==> config.mk <==
export PLATFORM = sky130hd
export DESIGN_NAME = quadratic_curve_flattener_unit_flat
export DESIGN_NICKNAME = d
export VERILOG_FILES = /design/src/rtl/qcf_pkg.sv /design/src/rtl/qcf_req_if.sv /design/src/rtl/qcf_rsp_if.sv /design/src/rtl/qcf_split_unit.sv /design/src/rtl/qcf_stack.sv /design/src/rtl/qcf_seq.sv /design/src/rtl/quadratic_curve_flattener_unit.sv /design/src/flat_wrapper.sv
export VERILOG_INCLUDE_DIRS = /design/src /design/src/rtl
export SDC_FILE = /design/constraint.sdc
export NUM_CORES = 1
export LEC_CHECK = 0
export ABC_AREA = 0
export ABC_CLOCK_PERIOD_IN_PS = 18800
export BUFFER_PORTS_ARGS = -buffer_cell sky130_fd_sc_hd__buf_2
export CORE_ASPECT_RATIO = 1.2
export CORE_MARGIN = 10
export CORE_UTILIZATION = 40
export DETAILED_ROUTE_END_ITERATION = 7
export GPL_TIMING_DRIVEN = 0
export SYNTH_ARGS = -nofsm -noshare
export SYNTH_HDL_FRONTEND = slang
export SYNTH_SLANG_ARGS = --single-unit
==> constraint.sdc <==
create_clock -name clock -period 18.8 [get_ports clock]
set_clock_uncertainty 0.05 [all_clocks]
set_input_delay 1.88 -clock clock [delete_from_list [all_inputs] [get_ports clock]]
set_output_delay 1.88 -clock clock [all_outputs]
set_load 0.005 [all_outputs]
==> src/rtl/assert_macros.svh <==
// Assertion helpers shared by the RTL. Simulation builds get concurrent
// assertions that report through $error; synthesis builds get nothing.
`ifndef ASSERT_MACROS_SVH
`define ASSERT_MACROS_SVH

`ifndef SYNTHESIS

// Same-cycle implication, disabled while reset is high.
`define ASSERT_IMPLIES(label, clk, rst, pre, post) \
   label: assert property (@(posedge clk) disable iff (rst) (pre) |-> (post)) \
      else $error("assertion failed: same-cycle implication");

// Next-cycle implication, disabled while reset is high.
`define ASSERT_NEXT(label, clk, rst, pre, post) \
   label: assert property (@(posedge clk) disable iff (rst) (pre) |=> (post)) \
      else $error("assertion failed: next-cycle implication");

`else

`define ASSERT_IMPLIES(label, clk, rst, pre, post)
`define ASSERT_NEXT(label, clk, rst, pre, post)

`endif

`endif

==> src/rtl/qcf_pkg.sv <==
`timescale 1ns / 1ps
`default_nettype none

package qcf_pkg;

   // Field widths fixed by the interface.
   localparam int FIELD_W = 12;
   localparam int THRESH_W = 13;
   localparam logic [THRESH_W-1:0] THRESH_RESET = 13'd5;

   // Defaults for the top-level parameters.
   localparam int MAX_DEPTH_DEF = 6;
   localparam int COORD_BITS_DEF = 12;

   // Number of coordinates that describe one half curve.
   localparam int NUM_COORDS = 6;

   // Sequencer states.
   typedef enum logic [2:0] {
      ST_IDLE,
      ST_EVAL,
      ST_EMIT,
      ST_POP,
      ST_LOAD
   } state_type;

   // Control group from the sequencer to the datapath and the stack.
   typedef struct packed {
      logic req_ready;
      logic rsp_valid;
      logic load_in;
      logic load_split;
      logic push;
      logic pop;
      logic load_pop;
   } ctrl_type;

endpackage

`default_nettype wire

==> src/rtl/qcf_req_if.sv <==
`timescale 1ns / 1ps
`default_nettype none

interface qcf_req_if
   import qcf_pkg::*;
();
   logic               valid;
   logic               ready;
   logic [FIELD_W-1:0] start_x;
   logic [FIELD_W-1:0] start_y;
   logic [FIELD_W-1:0] control_x;
   logic [FIELD_W-1:0] control_y;
   logic [FIELD_W-1:0] end_x;
   logic [FIELD_W-1:0] end_y;

   modport source (
      output valid, start_x, start_y, control_x, control_y, end_x, end_y,
      input  ready
   );

   modport sink (
      input  valid, start_x, start_y, control_x, control_y, end_x, end_y,
      output ready
   );
endinterface

`default_nettype wire

==> src/rtl/qcf_rsp_if.sv <==
`timescale 1ns / 1ps
`default_nettype none

interface qcf_rsp_if
   import qcf_pkg::*;
();
   logic               valid;
   logic               ready;
   logic [FIELD_W-1:0] seg_from_x;
   logic [FIELD_W-1:0] seg_from_y;
   logic [FIELD_W-1:0] seg_to_x;
   logic [FIELD_W-1:0] seg_to_y;
   logic               final_segment;

   modport source (
      output valid, seg_from_x, seg_from_y, seg_to_x, seg_to_y, final_segment,
      input  ready
   );

   modport sink (
      input  valid, seg_from_x, seg_from_y, seg_to_x, seg_to_y, final_segment,
      output ready
   );
endinterface

`default_nettype wire

==> src/rtl/qcf_split_unit.sv <==
`timescale 1ns / 1ps
`default_nettype none

// Shared split and flatness unit. Coordinate order in a half:
// x0, y0, x1, y1, x2, y2.
module qcf_split_unit
   import qcf_pkg::*;
#(
   parameter int CW = COORD_BITS_DEF
) (
   input  wire logic [NUM_COORDS-1:0][CW-1:0] cur_pts,
   input  wire logic [THRESH_W-1:0]           threshold,
   output logic      [NUM_COORDS-1:0][CW-1:0] lo_pts,
   output logic      [NUM_COORDS-1:0][CW-1:0] hi_pts,
   output logic                               flat
);

   function automatic logic [CW-1:0] mid(input logic [CW-1:0] a, input logic [CW-1:0] b);
      logic [CW:0] s;
      s = {1'b0, a} + {1'b0, b};
      return s[CW:1];
   endfunction

   function automatic logic [CW-1:0] absdiff(input logic [CW-1:0] a,
                                             input logic [CW-1:0] b);
      return (a > b) ? (a - b) : (b - a);
   endfunction

   logic [CW-1:0]       ax, ay, cx, cy, bx, by;
   logic [CW-1:0]       dx, dy;
   logic [THRESH_W-1:0] dev;

   // De Casteljau split at the midpoint.
   always_comb begin
      ax = mid(cur_pts[0], cur_pts[2]);
      ay = mid(cur_pts[1], cur_pts[3]);
      cx = mid(cur_pts[2], cur_pts[4]);
      cy = mid(cur_pts[3], cur_pts[5]);
      bx = mid(ax, cx);
      by = mid(ay, cy);
      lo_pts = {by, bx, ay, ax, cur_pts[1], cur_pts[0]};
      hi_pts = {cur_pts[5], cur_pts[4], cy, cx, by, bx};
   end

   // Manhattan deviation of the control point from the chord midpoint.
   always_comb begin
      dx = absdiff(cur_pts[2], mid(cur_pts[0], cur_pts[4]));
      dy = absdiff(cur_pts[3], mid(cur_pts[1], cur_pts[5]));
      dev = THRESH_W'(dx) + THRESH_W'(dy);
      flat = (dev <= threshold);
   end

endmodule

`default_nettype wire

==> src/rtl/qcf_stack.sv <==
`timescale 1ns / 1ps
`default_nettype none

// Stack of right halves that wait for their turn. Registered read.
module qcf_stack
   import qcf_pkg::*;
#(
   parameter int DEPTH  = MAX_DEPTH_DEF,
   parameter int DATA_W = 8
) (
   input  wire logic              clock,
   input  wire logic              reset,
   input  wire ctrl_type          ctrl,
   input  wire logic [DATA_W-1:0] wr_data,
   output logic      [DATA_W-1:0] rd_data,
   output logic                   empty
);

   localparam int FW = $clog2(DEPTH + 1);
   localparam int IW = (DEPTH > 1) ? $clog2(DEPTH) : 1;

   logic [DATA_W-1:0] mem [DEPTH];
   logic [DATA_W-1:0] rd_data_ff;
   logic [FW-1:0]     fill_ff, fill_in;
   logic [FW-1:0]     rd_idx;
   logic              full;

   assign full    = (fill_ff >= FW'(DEPTH));
   assign empty   = (fill_ff == '0);
   assign rd_idx  = fill_ff - FW'(1);
   assign rd_data = rd_data_ff;

   // Fill count: cleared when a new curve is taken, else counted up on a push and down on a pop.
   always_comb begin
      fill_in = fill_ff;
      if (ctrl.load_in) begin
         fill_in = '0;
      end else if (ctrl.push && !full) begin
         fill_in = fill_ff + FW'(1);
      end else if (ctrl.pop && !empty) begin
         fill_in = rd_idx;
      end
   end

   always_ff @(posedge clock) begin
      if (reset) begin
         fill_ff <= '0;
      end else begin
         fill_ff <= fill_in;
      end
   end

   // Entry storage: write at the fill count, read just below it.
   always_ff @(posedge clock) begin
      if (ctrl.push && !full) begin
         mem[fill_ff[IW-1:0]] <= wr_data;
      end
      if (ctrl.pop) begin
         rd_data_ff <= mem[rd_idx[IW-1:0]];
      end
   end

endmodule

`default_nettype wire

==> src/rtl/qcf_seq.sv <==
`timescale 1ns / 1ps
`default_nettype none

// Sequencer that drives the split unit and the pending stack.
module qcf_seq
   import qcf_pkg::*;
(
   input  wire logic clock,
   input  wire logic reset,
   input  wire logic req_valid,
   input  wire logic rsp_ready,
   input  wire logic do_split,
   input  wire logic stack_empty,
   output ctrl_type  ctrl
);

   state_type state_ff, state_in;

   always_ff @(posedge clock) begin
      if (reset) begin
         state_ff <= ST_IDLE;
      end else begin
         state_ff <= state_in;
      end
   end

   // Next state.
   always_comb begin
      state_in = state_ff;
      unique case (state_ff)
         ST_IDLE: begin
            if (req_valid) state_in = ST_EVAL;
         end
         ST_EVAL: begin
            if (!do_split) state_in = ST_EMIT;
         end
         ST_EMIT: begin
            if (rsp_ready) state_in = stack_empty ? ST_IDLE : ST_POP;
         end
         ST_POP: begin
            state_in = ST_LOAD;
         end
         ST_LOAD: begin
            state_in = ST_EVAL;
         end
         default: begin
            state_in = ST_IDLE;
         end
      endcase
   end

   // Outputs.
   always_comb begin
      ctrl = '0;
      unique case (state_ff)
         ST_IDLE: begin
            ctrl.req_ready = 1'b1;
            ctrl.load_in   = req_valid;
         end
         ST_EVAL: begin
            ctrl.push       = do_split;
            ctrl.load_split = do_split;
         end
         ST_EMIT: begin
            ctrl.rsp_valid = 1'b1;
         end
         ST_POP: begin
            ctrl.pop = 1'b1;
         end
         ST_LOAD: begin
            ctrl.load_pop = 1'b1;
         end
         default: begin
            ctrl = '0;
         end
      endcase
   end

endmodule

`default_nettype wire

==> src/rtl/quadratic_curve_flattener_unit.sv <==
`timescale 1ns / 1ps
`default_nettype none

// Channel   Direction  Handshake         Carries
// req_if    in         valid / ready     start, control and end point of a curve
// rsp_if    out        valid / ready     one line segment and final_segment
// csr_*     in         write enable      flatness threshold
//
// A curve yields up to 64 segments at the default depth.
// Each split and each flatness check is one pass through the single split unit;
// each waiting half passes through a pop and a load state for the stack's registered read.
// Reset clears the sequencer and the stack fill and sets the threshold to 5.
// A stall on rsp_if holds the current segment; no new curve is taken meanwhile.
`include "assert_macros.svh"

module quadratic_curve_flattener_unit
   import qcf_pkg::*;
#(
   parameter int MAX_DEPTH  = MAX_DEPTH_DEF,
   parameter int COORD_BITS = COORD_BITS_DEF
) (
   input  wire logic                clock,
   input  wire logic                reset,
   qcf_req_if.sink                  req_if,
   qcf_rsp_if.source                rsp_if,
   input  wire logic                csr_wr_en,
   input  wire logic [THRESH_W-1:0] csr_wr_data
);

   localparam int CW     = (COORD_BITS < FIELD_W) ? COORD_BITS : FIELD_W;
   localparam int LW     = $clog2(MAX_DEPTH + 1);
   localparam int PTS_W  = NUM_COORDS * CW;
   localparam int DATA_W = PTS_W + LW;

   ctrl_type                    ctrl;
   logic [THRESH_W-1:0]         threshold_ff;
   logic [NUM_COORDS-1:0][CW-1:0] cur_pts_ff, cur_pts_in;
   logic [LW-1:0]               cur_level_ff, cur_level_in;
   logic [NUM_COORDS-1:0][CW-1:0] lo_pts, hi_pts, in_pts;
   logic                        flat;
   logic                        do_split;
   logic                        stack_empty;
   logic [DATA_W-1:0]           push_data;
   logic [DATA_W-1:0]           pop_data;

   // Threshold register.
   always_ff @(posedge clock) begin
      if (reset) begin
         threshold_ff <= THRESH_RESET;
      end else if (csr_wr_en) begin
         threshold_ff <= csr_wr_data;
      end
   end

   // Input curve, cut to the coordinate width.
   assign in_pts = {req_if.end_y[CW-1:0], req_if.end_x[CW-1:0],
                    req_if.control_y[CW-1:0], req_if.control_x[CW-1:0],
                    req_if.start_y[CW-1:0], req_if.start_x[CW-1:0]};

   qcf_split_unit #(
      .CW (CW)
   ) u_split (
      .cur_pts   (cur_pts_ff),
      .threshold (threshold_ff),
      .lo_pts    (lo_pts),
      .hi_pts    (hi_pts),
      .flat      (flat)
   );

   // The whole curve is always split once; deeper halves only when curved and below the depth limit.
   assign do_split = (cur_level_ff == '0) ||
                     (!flat && (cur_level_ff < LW'(MAX_DEPTH)));

   qcf_seq u_seq (
      .clock       (clock),
      .reset       (reset),
      .req_valid   (req_if.valid),
      .rsp_ready   (rsp_if.ready),
      .do_split    (do_split),
      .stack_empty (stack_empty),
      .ctrl        (ctrl)
   );

   assign push_data = {cur_level_ff + LW'(1), hi_pts};

   qcf_stack #(
      .DEPTH  (MAX_DEPTH),
      .DATA_W (DATA_W)
   ) u_stack (
      .clock   (clock),
      .reset   (reset),
      .ctrl    (ctrl),
      .wr_data (push_data),
      .rd_data (pop_data),
      .empty   (stack_empty)
   );

   // Current half: a new curve, the left half of a split, or a popped half.
   always_comb begin
      cur_pts_in   = cur_pts_ff;
      cur_level_in = cur_level_ff;
      if (ctrl.load_in) begin
         cur_pts_in   = in_pts;
         cur_level_in = '0;
      end else if (ctrl.load_split) begin
         cur_pts_in   = lo_pts;
         cur_level_in = cur_level_ff + LW'(1);
      end else if (ctrl.load_pop) begin
         cur_pts_in   = pop_data[PTS_W-1:0];
         cur_level_in = pop_data[DATA_W-1 -: LW];
      end
   end

   always_ff @(posedge clock) begin
      cur_pts_ff   <= cur_pts_in;
      cur_level_ff <= cur_level_in;
   end

   // Handshake and segment payload.
   assign req_if.ready         = ctrl.req_ready;
   assign rsp_if.valid         = ctrl.rsp_valid;
   assign rsp_if.seg_from_x    = FIELD_W'(cur_pts_ff[0]);
   assign rsp_if.seg_from_y    = FIELD_W'(cur_pts_ff[1]);
   assign rsp_if.seg_to_x      = FIELD_W'(cur_pts_ff[4]);
   assign rsp_if.seg_to_y      = FIELD_W'(cur_pts_ff[5]);
   assign rsp_if.final_segment = stack_empty;

   // A segment is never offered while a new curve can be taken.
   `ASSERT_IMPLIES(a_rsp_blocks_req, clock, reset, rsp_if.valid, !req_if.ready)

   // A new curve starts at level zero with an empty stack.
   `ASSERT_NEXT(a_start_clean, clock, reset, req_if.valid && req_if.ready,
                (cur_level_ff == '0) && stack_empty)

   // After the final segment's transfer the block is ready for the next curve.
   `ASSERT_NEXT(a_final_to_idle, clock, reset,
                rsp_if.valid && rsp_if.ready && rsp_if.final_segment, req_if.ready)

   // A half at the depth limit is never split.
   `ASSERT_IMPLIES(a_depth_limit, clock, reset, ctrl.load_split,
                   cur_level_ff < LW'(MAX_DEPTH))

endmodule

`default_nettype wire
==> src/flat_wrapper.sv <==
// flat-port wrapper written by rule: the top's interface ports become plain ports
module quadratic_curve_flattener_unit_flat import qcf_pkg::*;
#(
   parameter int MAX_DEPTH  = MAX_DEPTH_DEF,
   parameter int COORD_BITS = COORD_BITS_DEF
)
  (clock, reset, csr_wr_en, csr_wr_data, req_if_valid, req_if_start_x, req_if_start_y, req_if_control_x, req_if_control_y, req_if_end_x, req_if_end_y, req_if_ready, rsp_if_valid, rsp_if_seg_from_x, rsp_if_seg_from_y, rsp_if_seg_to_x, rsp_if_seg_to_y, rsp_if_final_segment, rsp_if_ready);
  qcf_req_if req_if_i ();
  qcf_rsp_if rsp_if_i ();
  input  wire logic clock;
  input  wire logic reset;
  input  wire logic csr_wr_en;
  input  wire logic [THRESH_W-1:0] csr_wr_data;
  input wire logic [$bits(req_if_i.valid)-1:0] req_if_valid;
  input wire logic [$bits(req_if_i.start_x)-1:0] req_if_start_x;
  input wire logic [$bits(req_if_i.start_y)-1:0] req_if_start_y;
  input wire logic [$bits(req_if_i.control_x)-1:0] req_if_control_x;
  input wire logic [$bits(req_if_i.control_y)-1:0] req_if_control_y;
  input wire logic [$bits(req_if_i.end_x)-1:0] req_if_end_x;
  input wire logic [$bits(req_if_i.end_y)-1:0] req_if_end_y;
  output wire logic [$bits(req_if_i.ready)-1:0] req_if_ready;
  output wire logic [$bits(rsp_if_i.valid)-1:0] rsp_if_valid;
  output wire logic [$bits(rsp_if_i.seg_from_x)-1:0] rsp_if_seg_from_x;
  output wire logic [$bits(rsp_if_i.seg_from_y)-1:0] rsp_if_seg_from_y;
  output wire logic [$bits(rsp_if_i.seg_to_x)-1:0] rsp_if_seg_to_x;
  output wire logic [$bits(rsp_if_i.seg_to_y)-1:0] rsp_if_seg_to_y;
  output wire logic [$bits(rsp_if_i.final_segment)-1:0] rsp_if_final_segment;
  input wire logic [$bits(rsp_if_i.ready)-1:0] rsp_if_ready;
  assign req_if_i.valid = req_if_valid;
  assign req_if_i.start_x = req_if_start_x;
  assign req_if_i.start_y = req_if_start_y;
  assign req_if_i.control_x = req_if_control_x;
  assign req_if_i.control_y = req_if_control_y;
  assign req_if_i.end_x = req_if_end_x;
  assign req_if_i.end_y = req_if_end_y;
  assign req_if_ready = req_if_i.ready;
  assign rsp_if_valid = rsp_if_i.valid;
  assign rsp_if_seg_from_x = rsp_if_i.seg_from_x;
  assign rsp_if_seg_from_y = rsp_if_i.seg_from_y;
  assign rsp_if_seg_to_x = rsp_if_i.seg_to_x;
  assign rsp_if_seg_to_y = rsp_if_i.seg_to_y;
  assign rsp_if_final_segment = rsp_if_i.final_segment;
  assign rsp_if_i.ready = rsp_if_ready;
  quadratic_curve_flattener_unit #(.MAX_DEPTH(MAX_DEPTH), .COORD_BITS(COORD_BITS)) u_core (.clock(clock), .reset(reset), .req_if(req_if_i), .rsp_if(rsp_if_i), .csr_wr_en(csr_wr_en), .csr_wr_data(csr_wr_data));
endmodule
==> metrics.csv <==
stage,metric,value,unit
clock_tree,clock root buffer,clkbuf_16,
worst_setup_path,Critical Path Sink Type,register,
yosys,Mapped Nets,2589,
yosys,mapped cell area,30800,um2
die,row count,111,
clock_tree,"Clk Latency, worst-skew pair",0.64,ns
yosys,Mapped Cells,2319,
drt,Antenna Violating Nets Remaining,0,
worst_setup_path,CP max-delay cell,edfxtp_1,
worst_setup_path,maximum fanout along the worst path,28,
sta,final setup fails,0,
placed_design,PortBufs,138,
placed_design,worst slack at placement,8.26,ns
finish,Nets,2853,
global_route,GR Overflow Total,0,
sta,setup TNS,0,ns
yosys,largest family of logic cells by synthesized area,compound AO/OA/AOI/OAI gates,
yosys,mux share of post-synthesis cell area,8.87,%
global_route,first-pass GRT wire length,131000,um
finish,layout cells sized above 1,18.1,%
clock_tree,TritonCTS Buffers,60,
yosys,Seq cells post-synth,619,
sta,Rel. slew slack,9.49,%
worst_setup_path,CP required,19.09,ns
yosys,"EDFF count, synth",597,
yosys,sequential-to-total area share from yosys stat,59.6,%
die,Die Area,88600,um2
finish,Layout area overhead,14.8,%
sta,fin. max-slew vios,0,
clock_tree,number of hold buffers added after cts,0,
clock_tree,post-CTS setup buffers,0,
yosys,YS warnings,0,
worst_setup_path,"most used cell, CP",a21oi_1,
global_route,largest net degree at the start of global routing,61,
worst_setup_path,arrival time worst endpoint,10.82,ns
drt,vias after detailed routing,20100,
worst_hold_path,worst hold path class,register to register,
yosys,post-synthesis simple-gate area fraction,7.44,%
sta,post-layout min period,10.53,ns
finish,"most common cell after layout, fill and taps aside",edfxtp_1,
finish,Antenna diodes,0,
yosys,post-synthesis xor/xnor area fraction,3.04,%
clock_tree,CTS tree,done,
yosys,"Distinct cells, synth",76,
clock_tree,htree depth,2,
drt,drt first pass iters,5,
placed_design,routability cong.,0.944,
yosys,Main synth FF type,edfxtp_1,
sta,final setup margin,8.27,ns
die,die width,273,um
worst_setup_path,Crit path largest cell delay,0.79,ns
sta,f_max,94.9,MHz
run,MaxCap Viol Count,0,
clock_tree,cts repair resizes,0,
yosys,Synth Area in Adders,7.62,%
status,status,completed,
yosys,Post-synth ARST share,0,%
yosys,syn avg cell area,13.3,um2
global_route,initial antenna violation count,1,
global_route,Tot GR Track Use,19.8,%
die,Die H,324,um
worst_setup_path,Setup CP Type,register to register,
die,# IOs,141,
drt,WL final,89300,um
global_route,vias in the first global route,20500,
sta,worst slew pin tran,1.34,ns
sta,Tcrit/Tclk final,56.0,%
drt,DRC Markers,0,
worst_setup_path,critical path launch point type,register,
drt,routed len/inst,24.5,um
drt,via/cell ratio,5.50,
placed_design,HPWL after DPL,68500,um
finish,"commonest non-fill, non-tap cells in the layout","597 x edfxtp_1, 242 x nand2_1, 167 x ha_1, 156 x o21ai_0, 154 x buf_2",
die,Core ar.,76400,um2
drt,initial drt markers,1743,
sta,endpoints failing hold,0,
sta,RSZ-0062 raised after global routing,no,
die,Initial Util,40.3,%
clock_tree,CTS Sinks,619,
yosys,Compound-Gate Fraction of Synth Area,9.60,%
clock_tree,clock slew at reported path FFs,0.07,ns
clock_tree,clk buf depth,3,
-- final cells by class --
cell class / count / area [um2]
Buffer: 143 / 776
Clock buffer: 73 / 1570
Clock inverter: 35 / 383
Fill cell: 6819 / 41000
Inverter: 108 / 408
Multi-Input combinational cell: 1449 / 11300
Sequential cell: 619 / 18400
Tap cell: 1017 / 1270
Timing Repair Buffer: 202 / 1280
-- synth_stat cells, drive strengths merged, types with 7 or more instances --
| master | n | area [um2] |
|---|---|---|
| and3 | 15 | 93.8 |
| nor2 | 109 | 409 |
| a21oi | 109 | 549 |
| nor3 | 30 | 150 |
| nand4 | 7 | 43.8 |
| inv | 108 | 405 |
| fa | 13 | 260 |
| buf | 75 | 514 |
| a31oi | 36 | 225 |
| nand2b | 14 | 87.6 |
| ha | 167 | 2090 |
| a31o | 14 | 123 |
| nand2 | 243 | 912 |
| edfxtp | 597 | 17900 |
| o21a | 24 | 180 |
| nor2b | 24 | 150 |
| nand3 | 27 | 140 |
| xnor2 | 70 | 613 |
| a211oi | 11 | 82.6 |
| nor4 | 9 | 62.6 |
| and2 | 9 | 56.3 |
| xor2 | 37 | 324 |
| clkbuf | 68 | 262 |
| o21bai | 16 | 120 |
| o21ai | 161 | 810 |
| mux2i | 100 | 1000 |
| dfxtp | 22 | 440 |
| a21o | 44 | 330 |
| mux4 | 75 | 1690 |
-- registers in the layout, indices dropped and copies added (netlist names) --
signal                    cells
u_core.u_stack.fill_ff        3
u_core.rsp_if.seg_to_y       12
u_core.cur_level_ff           3
u_core.rsp_if.seg_from_y     12
u_core.u_stack.mem          450
u_core.rsp_if.seg_from_x     12
u_core.u_stack.rd_data       75
u_core.threshold_ff          13
u_core.cur_pts_ff            24
u_core.rsp_if.seg_to_x       12
u_core.u_seq.state_ff         3
-- metal layers --
layer / global-route usage, % / part of all wire (%) / vias up
met5: 0 / 0 / -
met4: 8.25 / 4.2 / 0
met3: 2.39 / 5.6 / 143
met2: 34.1 / 49 / 669
met1: 25.0 / 41 / 10100
li1: - / - / 9176
-- path summary, 6_finish.rpt --
kind | to | slack, ns | depth (start not counted) | startpoint
worst max register to register | u_core.u_stack.mem[5][24]$_DFFE_PP_ | 8.27 | 34 | u_core.rsp_if.seg_to_x[0]$_DFFE_PP_
worst max-delay path | u_core.u_stack.mem[5][24]$_DFFE_PP_ | 8.27 | 34 | u_core.rsp_if.seg_to_x[0]$_DFFE_PP_
worst min-delay path | u_core.threshold_ff[2]$_SDFFE_PP1P_ | 0.45 | 2 | u_core.threshold_ff[2]$_SDFFE_PP1P_
worst min register to register | u_core.threshold_ff[2]$_SDFFE_PP1P_ | 0.45 | 2 | u_core.threshold_ff[2]$_SDFFE_PP1P_
-- critical path: cells and delay by family, from the launching register on --
| kind | cells | cell delay [ns] |
|---|---|---|
| DFF | 1 | 0.79 |
| and+or+nand+nor | 9 | 2.19 |
| AOI/OAI and AO/OA | 13 | 3.28 |
| xor gates and xnor gates | 2 | 0.65 |
| adders and majority gates | 4 | 1.52 |
| buffers and inverters | 5 | 1.63 |
| muxes | 1 | 0.10 |
-- cell families (layout without fill, tap and decap cells) --
family,Yosys count,in the layout
buffers and inverters,251,561
multiplexers,179,179
AO/OA/AOI/OAI,472,472
AND/OR/NAND/NOR,511,511
XOR/XNOR,107,107
flip-flops,619,619
adder cells (fa/ha/maj),180,180
-- stage by stage --
step / hold WS [ns] / cells / cell area (um2) / utilization, %
after global routing: 0.470 / 3646 / 35400 / 46.3
after floorplan: 0.379 / 2319 / 30800 / -
after global placement: 0.424 / 3474 / 32800 / 42.9
final: 0.447 / 3646 / 35400 / 46.3
after CTS: 0.455 / 3646 / 35400 / 46.3
after detailed placement: 0.433 / 3538 / 33400 / 43.8
Power is left out: the tool's default activity adds up to more than one toggle a clock period on the data nets, which glitch-free logic cannot reach.
